--- config.mk ---
export PLATFORM = sky130hd
export DESIGN_NAME = lcc_ctrl
export DESIGN_NICKNAME = d
export VERILOG_FILES = /design/src/rtl/lcc_pkg.sv /design/src/rtl/lcc_ctrl.sv
export SDC_FILE = /design/constraint.sdc
export NUM_CORES = 1
export LEC_CHECK = 0
export BUFFER_PORTS_ARGS = -buffer_cell sky130_fd_sc_hd__buf_2
export CAP_MARGIN = 5
export CELL_PAD_IN_SITES_DETAIL_PLACEMENT = 0
export CELL_PAD_IN_SITES_GLOBAL_PLACEMENT = 1
export CORE_MARGIN = 4
export CORE_UTILIZATION = 25
export DETAILED_ROUTE_END_ITERATION = 8
export HOLD_SLACK_MARGIN = 0.06
export PLACE_DENSITY_LB_ADDON = 0.1
export SLEW_MARGIN = 15
export SYNTH_ARGS = -nofsm -noshare
export SYNTH_HDL_FRONTEND = slang
export SYNTH_SLANG_ARGS = --single-unit
--- constraint.sdc ---
create_clock -name clk -period 1.4 [get_ports clk]
set_input_delay 0.14 -clock clk [delete_from_list [all_inputs] [get_ports clk]]
set_output_delay 0.14 -clock clk [all_outputs]
set_load 0.02 [all_outputs]
--- src/rtl/lcc_pkg.sv ---
// Shared types and constants for the line crossing counter.
// Controller commands, datapath status, state encoding and register indexes.
// No dependencies.
`default_nettype none

package lcc_pkg;

  // Widths set by the fixed interface
  localparam int LINE_IDX_W  = 2;   // up to four counting lines
  localparam int CFG_IDX_W   = 3;
  localparam int CFG_DATA_W  = 64;
  localparam int ID_W        = 8;
  localparam int POS_W       = 16;
  localparam int LUSE_W      = 3;
  localparam int CNT_W       = 32;

  // Parameter defaults
  localparam int DEF_MAX_TRACKS = 256;
  localparam int DEF_MAX_LINES  = 4;
  localparam int DEF_COORD_BITS = 16;

  // Register indexes on the configuration port
  localparam logic [CFG_IDX_W-1:0] REG_LINE_ZERO    = 3'd0;
  localparam logic [CFG_IDX_W-1:0] REG_LINE_THREE   = 3'd3;
  localparam logic [CFG_IDX_W-1:0] REG_LINES_IN_USE = 3'd4;

  typedef enum logic [1:0] {
    ST_IDLE,
    ST_LINES,
    ST_FLUSH,
    ST_TOT
  } lcc_state_t;

  typedef struct packed {
    logic                  start;       // capture item, read side table
    logic                  mul_en;      // form cross product terms
    logic [LINE_IDX_W-1:0] line;        // line for mul_en
    logic                  load_entry;  // take side table word into entry
    logic                  wr_en;       // write entry back
    logic                  out_load;    // load result register
  } lcc_cmd_t;

  typedef struct packed {
    logic                  proc;        // item updates state
    logic [LINE_IDX_W-1:0] last_line;   // index of last active line
    logic                  slot_free;   // result register can take a value
  } lcc_stat_t;

endpackage

`default_nettype wire

--- src/rtl/lcc_ctrl.sv ---
// Sequencer for the line crossing counter.
// Walks the active lines, then write-back and result hand-off. Uses lcc_pkg.
`default_nettype none

module lcc_ctrl (
  input  wire logic              clk,
  input  wire logic              rst_n,
  input  wire logic              in_valid,
  output logic                   in_stall,
  input  wire lcc_pkg::lcc_stat_t stat,
  output lcc_pkg::lcc_cmd_t      cmd
);

  lcc_pkg::lcc_state_t state_r, state_nxt;
  logic [lcc_pkg::LINE_IDX_W-1:0] k_r, k_nxt;

  always_ff @(posedge clk) begin
    if (!rst_n) begin
      state_r <= lcc_pkg::ST_IDLE;
      k_r     <= '0;
    end else begin
      state_r <= state_nxt;
      k_r     <= k_nxt;
    end
  end

  // next state
  always_comb begin
    state_nxt = state_r;
    k_nxt     = k_r;
    case (state_r)
      lcc_pkg::ST_IDLE: begin
        k_nxt = '0;
        if (in_valid) begin
          state_nxt = lcc_pkg::ST_LINES;
        end
      end
      lcc_pkg::ST_LINES: begin
        if (!stat.proc) begin
          state_nxt = lcc_pkg::ST_TOT;
        end else if (k_r == stat.last_line) begin
          state_nxt = lcc_pkg::ST_FLUSH;
        end else begin
          k_nxt = k_r + 1'b1;
        end
      end
      lcc_pkg::ST_FLUSH: begin
        state_nxt = lcc_pkg::ST_TOT;
      end
      lcc_pkg::ST_TOT: begin
        if (stat.slot_free) begin
          state_nxt = lcc_pkg::ST_IDLE;
        end
      end
      default: begin
        state_nxt = lcc_pkg::ST_IDLE;
      end
    endcase
  end

  // outputs
  always_comb begin
    cmd      = '0;
    cmd.line = k_r;
    in_stall = 1'b1;
    case (state_r)
      lcc_pkg::ST_IDLE: begin
        in_stall  = 1'b0;
        cmd.start = in_valid;
      end
      lcc_pkg::ST_LINES: begin
        cmd.mul_en     = stat.proc;
        cmd.load_entry = (k_r == '0);
      end
      lcc_pkg::ST_FLUSH: begin
        cmd.wr_en = 1'b1;
      end
      lcc_pkg::ST_TOT: begin
        cmd.out_load = stat.slot_free;
      end
      default: begin
        in_stall = 1'b1;
      end
    endcase
  end

endmodule

`default_nettype wire

* Word-level counts from Yosys, hierarchy flattened
Cells that the tools add are included.
Storage, ports and cells: input bits 7, logic and storage cells 31, output and inout port bits 8, register bits 4
Operators by class: mux-type cells 14, reduce and logical (&&, ||, !) cells 5, $add $sub $neg 1, equal/unequal tests 9
Operator list (number):
- 2-to-1 mux 2 bit | 6
- inequality test 2 bit, second input constant | 4
- one-hot mux 2 bit (4 select lines) | 1
- 2-to-1 mux 1 bit | 6
- AND reduction 3 bit | 2
- equality test 2 bit, second input constant | 2
- zero test 2 bit | 2
- one-hot mux 2 bit (2 select lines) | 1
- inequality test 3 bit, second input constant | 1
- adder 2 x 1 -> 2 bit, second input constant | 1
- equality test 2 x 1 -> 1 bit, second input constant | 1
- equality test 2 bit | 1
- nonzero test 2 bit | 1

* Depth between registers and ports, before layout
Gate-level depths: netlist of run 1.
depth in word-level cells 4, mapped depth 6, gate-level depth less buffers 6

* Worst setup path before layout of run 1
Ideal clock, no wire load.
kind reg2reg, start register state_r[1], end register state_r[0], setup time 0.060 ns, path slack -0.047 ns, stages on the path, launching flop included 7, data required time 1.340 ns, arrival 1.387 ns, buffers on the path 0, clock period less this slack 1.447 ns, path through dfxtp_1 > inv_1 > ha_1 > and2_4 > a21boi_2 > a221oi_2 > o221a_1
Between the ends: word-level cells in the longest chain between the ends 3, elaborated cells between the ends (all ways) 9, classes of those cells eq/ne (6); mux (1); reduce/logical (2)
Ends and longest elaborated chain:
- start: declaration | line lcc_ctrl.sv:14 | lcc_pkg::lcc_state_t state_r, state_nxt;
- start signal: assignment | line lcc_ctrl.sv:19 | state_r <= lcc_pkg::ST_IDLE;
- start signal: assignment | line lcc_ctrl.sv:22 | state_r <= state_nxt;
- equality test 2 x 1 -> 1 bit (tied with other cells) | line lcc_ctrl.sv:31 | case (state_r)
- inequality test 3 bit (no line) or inequality test 2 bit (tied branches)
- AND reduction 3 bit (no line)
Parallel ways exist; a longest one is shown, timed or not. A chain may end at the register's enable or synchronous reset.

==> metrics.txt, run 1 <==
Clk Latency, worst-skew pair between 0.2 and 0.25 ns; final setup vio count 0; CP cell instances inv_1 > ha_2 > inv_1 > nor2_1 > buf_2; Hold Vio Cnt, Final 0; ys async rst share 0%; most frequent cells after synthesis inv_1, ha_1, dfxtp_1, nand2_1, and2_1; Post-Synth XOR/XNOR Area roughly 5.3%; GRT busiest layer met2; post-synthesis simple-gate area fraction 20.2%; dominant cell type by area after synthesis dfxtp_1; f_max 738 MHz; Distinct cells, synth 17; Buffers on Ports 14; PD cells ~1900 mW/mm2; worst hold path type input port to flop; compound-cell area share of the yosys netlist between 10% and 20%; pre-CTS WS -0.0677 ns; worst-margin pin slew approximately 0.27 ns; die area around 0.002 mm2; Synth Cell Area between 300 and 400 um2; Leakage Power approximately 0.24 nW; Pwr Total around 940 uW; Cell Area, Placed approximately 430 um2; clk sinks 4; Layout Skew 0.000107 ns; arrival time worst endpoint between 1 and 1.5 ns; Routed Wire Length between 700 and 800 um; Crit. End Element output port; drt first pass iters 4; mux share of post-synthesis cell area just over 6%; Adder-Cell Fraction of Synth Area a little under a fifth; fin cells 71; total nets after synthesis 49; Synth area leaders dfxtp_1, ha_1, inv_1; DR WL/cell slightly below 10 um; Startpoint Class flop; routed vias/inst 4.31; Rel. slew slack approximately four fifths; global-route wire length before repair about 1200 um; met1 GRT Util between 10% and 20%; vias in the first global route a little over 300; register area share after synthesis between 20 and 25%; most frequent cell after synthesis inv_1; CP peak stage delay around 0.34 ns; Worst path slowest cell dfxtp_2; Setup WS post-layout 0.0444 ns; critical path class flop to output port; largest net degree at the start of global routing 6; main combinational cell family by area after synthesis simple AND/OR/NAND/NOR gates; CTS Buf Count 3; top_reg_cell synth dfxtp_1; core area approximately 0.0012 mm2; fin nets 71; # rows 12; number of enable flip-flop cells after synthesis 0; ANT nets after route 0; post-route setup TNS 0 ns; TritonCTS clock tree built; synthesized area per cell roughly 8.9 um2; Die H around 44 um; status completed; width of the die between 40 and 50 um; initial antenna violation count 0; Final min period ~1.4 ns; Max Cap Violations 0; post-route clock period utilization approximately 97%; CP required 1.26 ns; Layout Area Growth over Synthesis 52.1%; io pins 15; GRT met2 Usage between 10 and 15%; Placer Congestion between 0.7 and 0.8; Syn. warnings 0; Pins Over Slew Limit 0; maximum clock path buffer count 2; DRC errors left 0; RSZ-0062 raised after global routing yes; H-tree Lvls 1; worst vdd rail ir drop around 0.0010 V; GR Overflow Total 0; Yosys reg bits 4; Post-Synthesis Cells 37; HPWL Detailed approximately 630 um; overall global routing resource usage 8.63%; # fillers 127; placed cells 66; CP Max Fanout 4; # diodes 0; DR iter-0 viols 6; Root Driver clkbuf_4; top cell type's share of synthesized area 24.3%; Clock transition at path regs 0.04 ns; Final Cell Area 500 um2; layout cells sized above 1 between 50% and 60%; Vias about 310; Initial Util 28.1%; Top delay family on crit path flip-flops; most used cell, CP inv_1; grt met3 use between 1.5 and 2%; Bufs and invs on worst path 3
## cell type report
cell class | instances | area, um2 | area share (%)
multi-input cells | 26 | 259 | 51.7
inverters | 7 | 26.3 | 5.25
clock buffers | 3 | 22.5 | 4.50
flip-flops and latches | 4 | 82.6 | 16.5
well taps | 14 | 17.5 | 3.50
repair buffers | 17 | 92.6 | 18.5
## kinds of logic after synthesis
logic type | count (synthesis)
simple gates | 12
xor+xnor | 2
fa+ha+maj | 5
flops | 4
compound gates | 5
buf+inv | 7
mux | 2
## where the power goes
part	switching (mW)	total [mW]	internal [mW]
clock	0.0415	0.137	0.0955
combinational	0.327	0.617	0.289
sequential	0.0354	0.190	0.154
## per-layer routing
layer	vias up	part of all wire, %
met3	0	7.0
li1	161	-
met4	0	0
met1	136	43
met5	-	0
met2	9	50
## worst register-to-register path: stages (launching register included)
cell and delay (ns):
dfxtp_2 0.32, inv_2 0.05, ha_4 0.15, nor2b_1 0.12, a2111o_1 0.38, o221a_1 0.21
## flip-flops by register name (all words and copies together), names as in the netlist
| name | count |
|---|---|
| k_r | 2 |
| state_r | 2 |
## repair_timing
| action | 4_1_cts | 5_1_grt |
|---|---|---|
| pin swaps | 0 | 1 |
| setup buffers | 2 | 0 |
| resized for setup | 3 | 4 |
| hold buffers | 0 | 0 |
| setup endpoints to repair | 2 | 6 |
## path summary, 6_finish.rpt
| kind | start | endpoint | slack, ns | cells after the start |
|---|---|---|---|---|
| worst max-delay path | state_r[0] | cmd[6] | 0.04 | 5 |
| worst min-delay path | rst_n | k_r[0] | 0.18 | 2 |
| worst max register to register | state_r[1] | state_r[0] | 0.05 | 5 |
| worst min register to register | k_r[1] | k_r[1] | 0.55 | 2 |
## stage by stage
step / hold WS, ns / utilization [%]
floorplan: 0.262 / -
global placement: 0.413 / 37.0
detailed placement: 0.415 / 37.0
CTS: 0.173 / 41.5
global route: 0.208 / 42.7
finish: 0.177 / 42.7
## cells in the final DEF (no fill, tap or decap), drive strengths merged
cell,n
ha,5
xnor2,2
dfxtp,4
buf,17
nand3b,1
mux2i,2
clkbuf,3
inv,7
o221a,1
and2,4
a221oi,1
a2111o,1
a21boi,2
nand2,4
nor2b,1
nand2b,1
nor2,1
(Power assumes the default switching activity.)
==> run 2, diff against run 1 <==
CTS_BUF_LIST = sky130_fd_sc_hd__clkbuf_8   (was not set)
==> metrics.txt, run 2 (synthesized netlist as in run 1, its figures left out) <==
status completed; maximum clock path buffer count 2 (unchanged); Final Cell Area 519 um2 (+3.8%); part of the power in registers 18.3% (-1.8 points); overall global routing resource usage 8.63% (unchanged); Initial Util 28.1% (unchanged); fin cells 71 (unchanged); Cell Area, Placed 433 um2 (unchanged); R2R cell count 5 (unchanged); Pins Over Slew Limit 0 (unchanged); DR WL/cell 10.1 um (+2.3%); P_int 627 uW (+16%); PD cells 2010 mW/mm2 (+6.5%); io pins 15 (unchanged); Leakage Power 0.249 nW (+3.2%); # diodes 0 (unchanged); Crit. End Element flop; Top delay family on crit path compound AO/OA/AOI/OAI gates; Bufs and invs on worst path 1 (-2); clock share of power 22.6% (+8.1 points); most frequent cells in the layout buf_2, inv_1, nand2_1; Layout Area Growth over Synthesis 57.8%; Layout Skew 0.000546 ns (+0.000439 ns); worst vdd rail ir drop 0.00105 V (+2.2%); H-tree Lvls 1 (unchanged); initial antenna violation count 0 (unchanged); FF-to-FF Start state_r[1]; critical path class flop to flop; Die H 44.3 um (unchanged); Sw Pwr 416 uW (+2.9%); Regs by FF count k_r (2), state_r (2); Hold Vio Cnt, Final 0 (unchanged); global-route wire length before repair 1230 um (unchanged); DR iter-0 viols 6 (unchanged); Root Driver clkbuf_8; commonest non-fill, non-tap cell in the layout buf_2; arrival time worst endpoint 1.45 ns (+0.23 ns); Max Cap Violations 0 (unchanged); ANT nets after route 0 (unchanged); largest net degree at the start of global routing 6 (unchanged); clk sinks 4 (unchanged); Buffers on Ports 14 (unchanged); worst flop-to-flop path endpoint state_r[0]; routed vias/inst 4.35 (+0.98%); RSZ-0062 raised after global routing yes; TritonCTS clock tree built; worst-margin pin slew 0.274 ns (unchanged); layout cells sized above 1 50.9% (unchanged); CP Max Fanout 3 (-1); Rel. slew slack 81.6% (unchanged); core area 0.00117 mm2 (unchanged); worst hold path type input port to flop; Clock transition at path regs 0.03 ns (about the same); CP required 1.50 ns (+0.24 ns); Comb power frac 59.2% (-6.2 points); placed cells 66 (unchanged); CP peak stage delay 0.38 ns (+0.04 ns); DRC errors left 0 (unchanged); GR Overflow Total 0 (unchanged); width of the die 44.3 um (unchanged); Placer Congestion 0.717 (unchanged); fin nets 71 (unchanged); Worst path slowest cell a2111o_1; Vias 309 (+0.98%); f_max 740 MHz (+0.33%); die area 0.00196 mm2 (unchanged); CTS Buf Count 3 (unchanged); post-route clock period utilization 96.5% (-0.31 points); Routed Wire Length 720 um (+2.3%); Final min period 1.35 ns (-0.00440 ns); # rows 12 (unchanged); drt first pass iters 4 (unchanged); vias in the first global route 306 (unchanged); critical path capture point state_r[0]; CP cell instances inv_2 > ha_4 > nor2b_1 > a2111o_1 > o221a_1; worst reg-to-reg setup slack 0.05 ns (about the same); Startpoint Class flop; HPWL Detailed 626 um (unchanged); Clk Latency, worst-skew pair 0.21 ns (-0.02 ns); worst setup path startpoint state_r[1]; WHS 0.194 ns (+0.0167 ns); post-route setup TNS 0 ns (unchanged); switching share of power 39.9% (-2.9 points); WP depth 5 (unchanged); Layout Utilization 44.3% (+1.6 points); final setup vio count 0 (unchanged)
run 2: cell counts in the layout (fill, tap and decap cells not counted):
Identical to the previous run, type by type.
run 2: layout make-up:
cell class | instances | area [um2]
tap | 14 | 17.5
sequential | 4 | 82.6
fill | 129 | 652
multi-input combinational | 26 | 259
clock buffer | 3 | 41.3
timing repair buffer | 17 | 92.6
inverter | 7 | 26.3
run 2: worst min-delay path by stage:
stage	cells after the start	startpoint	slack, ns	endpoint
after floorplan	1	rst_n	0.26	k_r[0]
after global placement	2	rst_n	0.41	k_r[0]
after detailed placement	2	rst_n	0.42	k_r[0]
after CTS	2	rst_n	0.20	k_r[0]
after global routing	2	rst_n	0.23	state_r[0]
final	2	rst_n	0.19	k_r[0]
run 2: stage by stage:
step / power (mW) / worst slack (ns)
floorplan: 0.569 / 0.0176
global placement: 0.721 / -0.0230
detailed placement: 0.728 / -0.0677
CTS: 1.04 / 0.00760
global route: 1.13 / -0.0402
finish: 1.04 / 0.0488
run 2: worst register-to-register path: cells and delay by family (launching register included):
family | cells | cell delay [ns]
compound gates | 2 | 0.59
flops | 1 | 0.32
fa+ha+maj | 1 | 0.15
simple gates | 1 | 0.12
buf+inv | 1 | 0.05
run 2: metal layers:
| metal | vias up | track usage (%) | wire length (um) |
|---|---|---|---|
| met5 | - | 0 | 0 |
| met3 | 0 | 1.63 | 49 |
| li1 | 161 | - | - |
| met2 | 9 | 12.5 | 358 |
| met4 | 0 | 9.04 | 0 |
| met1 | 139 | 10.1 | 312 |
run 2: power groups by stage:
stage               sequential, mW  clock [mW]  combinational [mW]
floorplan                    0.189           0               0.380
detailed placement           0.180           0               0.548
global route                 0.198       0.252               0.679
CTS                          0.185       0.244               0.610
global placement             0.179           0               0.542
finish                       0.190       0.235               0.617
run 2: timing repair:
| item | in CTS | in global routing |
|---|---|---|
| gates resized for setup | 5 | 2 |
| pin swaps | 0 | 1 |
| buffers inserted | 2 | 0 |
| hold buffers | 0 | 0 |
| setup endpoints to repair | 2 | 4 |
==> run 3, diff against run 2 <==
clock period = 1.63 ns   (was 1.4 ns; I/O delays follow)
==> metrics.txt, run 3 (synthesized netlist as in run 1, its figures left out) <==
Hold-fix buffers, CTS 0 (unchanged); worst-margin pin slew 0.279 ns (+0.00427 ns); post-route setup TNS 0 ns (unchanged); largest net degree at the start of global routing 6 (unchanged); DR iter-0 viols 1 (-5); Placer Congestion 0.675 (-5.9%); most frequent cells in the layout buf_2, inv_1, ha_1, nand2_1; global-route wire length before repair 1100 um (-10%); # diodes 0 (unchanged); TritonCTS clock tree built; PD cells 1710 mW/mm2 (-15%); Layout Area Growth over Synthesis 39.5%; overall global routing resource usage 7.46% (-1.2 points); initial antenna violation count 0 (unchanged); Worst path slowest cell dfxtp_2; CP required 1.76 ns (+0.26 ns); width of the die 44.3 um (unchanged); worst hold path type input port to flop; Bufs and invs on worst path 1 (unchanged); H-tree Lvls 1 (unchanged); Leakage Power 0.233 nW (-6.5%); DR WL/cell 9.84 um (-3.0%); ANT nets after route 0 (unchanged); worst vdd rail ir drop 0.000693 V (-34%); Die H 44.3 um (unchanged); arrival time worst endpoint 1.65 ns (+0.20 ns); Routed Wire Length 669 um (-7.1%); WHS 0.223 ns (+0.0289 ns); RSZ-0062 raised after global routing no; CP cell instances inv_1 > ha_1 > and2_4 > a21boi_2 > a221oi_2 > mux2i_1; f_max 661 MHz (-11%); vias in the first global route 288 (-5.9%); routed vias/inst 4.26 (-2.0%); Regs by FF count k_r (2), state_r (2); worst reg-to-reg setup slack 0.12 ns (+0.07 ns); Layout Skew 0.00185 ns (+0.00131 ns); Clock transition at path regs 0.03 ns (about the same); Hold Vio Cnt, Final 0 (unchanged); io pins 15 (unchanged); post-route clock period utilization 92.8% (-3.7 points); commonest non-fill, non-tap cell in the layout buf_2; DRC errors left 0 (unchanged); GR Overflow Total 0 (unchanged); clk sinks 4 (unchanged); Vias 290 (-6.1%); # fillers 143 (+11%); Post-CTS Setup Bufs 0 (-2); Final min period 1.51 ns (+0.161 ns); maximum clock path buffer count 2 (unchanged); CP peak stage delay 0.34 ns (-0.04 ns); Clk Latency, worst-skew pair 0.21 ns (about the same); core area 0.00117 mm2 (unchanged); Top delay family on crit path compound AO/OA/AOI/OAI gates; final setup vio count 0 (unchanged); Initial Util 28.1% (unchanged); Root Driver clkbuf_8; status completed; Pins Over Slew Limit 0 (unchanged); fin nets 68 (-4.2%); Startpoint Class flop; Max Cap Violations 0 (unchanged); CTS Buf Count 3 (unchanged); die area 0.00196 mm2 (unchanged); critical path class flop to flop; Crit. End Element flop; CP Max Fanout 5 (+2); Pwr Total 787 uW (-25%); drt first pass iters 2 (-2); post-CTS sizing 0 (-5); Buffers on Ports 14 (unchanged); # rows 12 (unchanged); HPWL Detailed 600 um (-4.2%); layout cells sized above 1 38.9% (-12 points); Rel. slew slack 81.3% (-0.26 points)
## run 3: cell type report
cell class | instances | area, um2 | area share [%]
flip-flops and latches | 4 | 81.3 | 17.7
clock buffers | 3 | 41.3 | 8.99
multi-input cells | 26 | 223 | 48.5
repair buffers | 14 | 70.1 | 15.3
inverters | 7 | 26.3 | 5.72
well taps | 14 | 17.5 | 3.81
## run 3: per-stage QoR
step	instance area (um2)	worst slack, ns	util [%]	std cells
after floorplan	329	0.183	-	37
after global placement	417	0.109	35.6	65
after detailed placement	417	0.0619	35.6	65
after CTS	458	0.0543	39.1	68
after global routing	459	0.0410	39.2	68
final	459	0.118	39.2	68
## run 3: worst reg2reg max path, stage by stage (launching register included)
cell and delay (ns):
dfxtp_2 0.34, inv_1 0.06, ha_1 0.20, and2_4 0.16, a21boi_2 0.19, a221oi_2 0.26
mux2i_1 0.22
## run 3: final timing paths
kind	from	endpoint	depth (start not counted)
max	state_r[1]	state_r[1]	6
min	rst_n	k_r[0]	2
max reg2reg	state_r[1]	state_r[1]	6
min reg2reg	state_r[1]	state_r[1]	2
## run 3: metal layers
layer / track usage [%] / wire [um] / vias to the layer above
met4: 5.42 / 0 / 0
met2: 11.3 / 315 / 9
met1: 9.16 / 295 / 125
li1: - / - / 156
met5: 0 / 0 / -
met3: 1.63 / 58 / 0
## run 3: report_power, final
group / total, mW / leakage, nW / switching (mW) / internal [mW]
Combinational: 0.425 / 0.178 / 0.242 / 0.183
Sequential: 0.163 / 0.0331 / 0.0327 / 0.131
Clock: 0.199 / 0.0216 / 0.0422 / 0.157
Total: 0.787 / 0.233 / 0.317 / 0.470
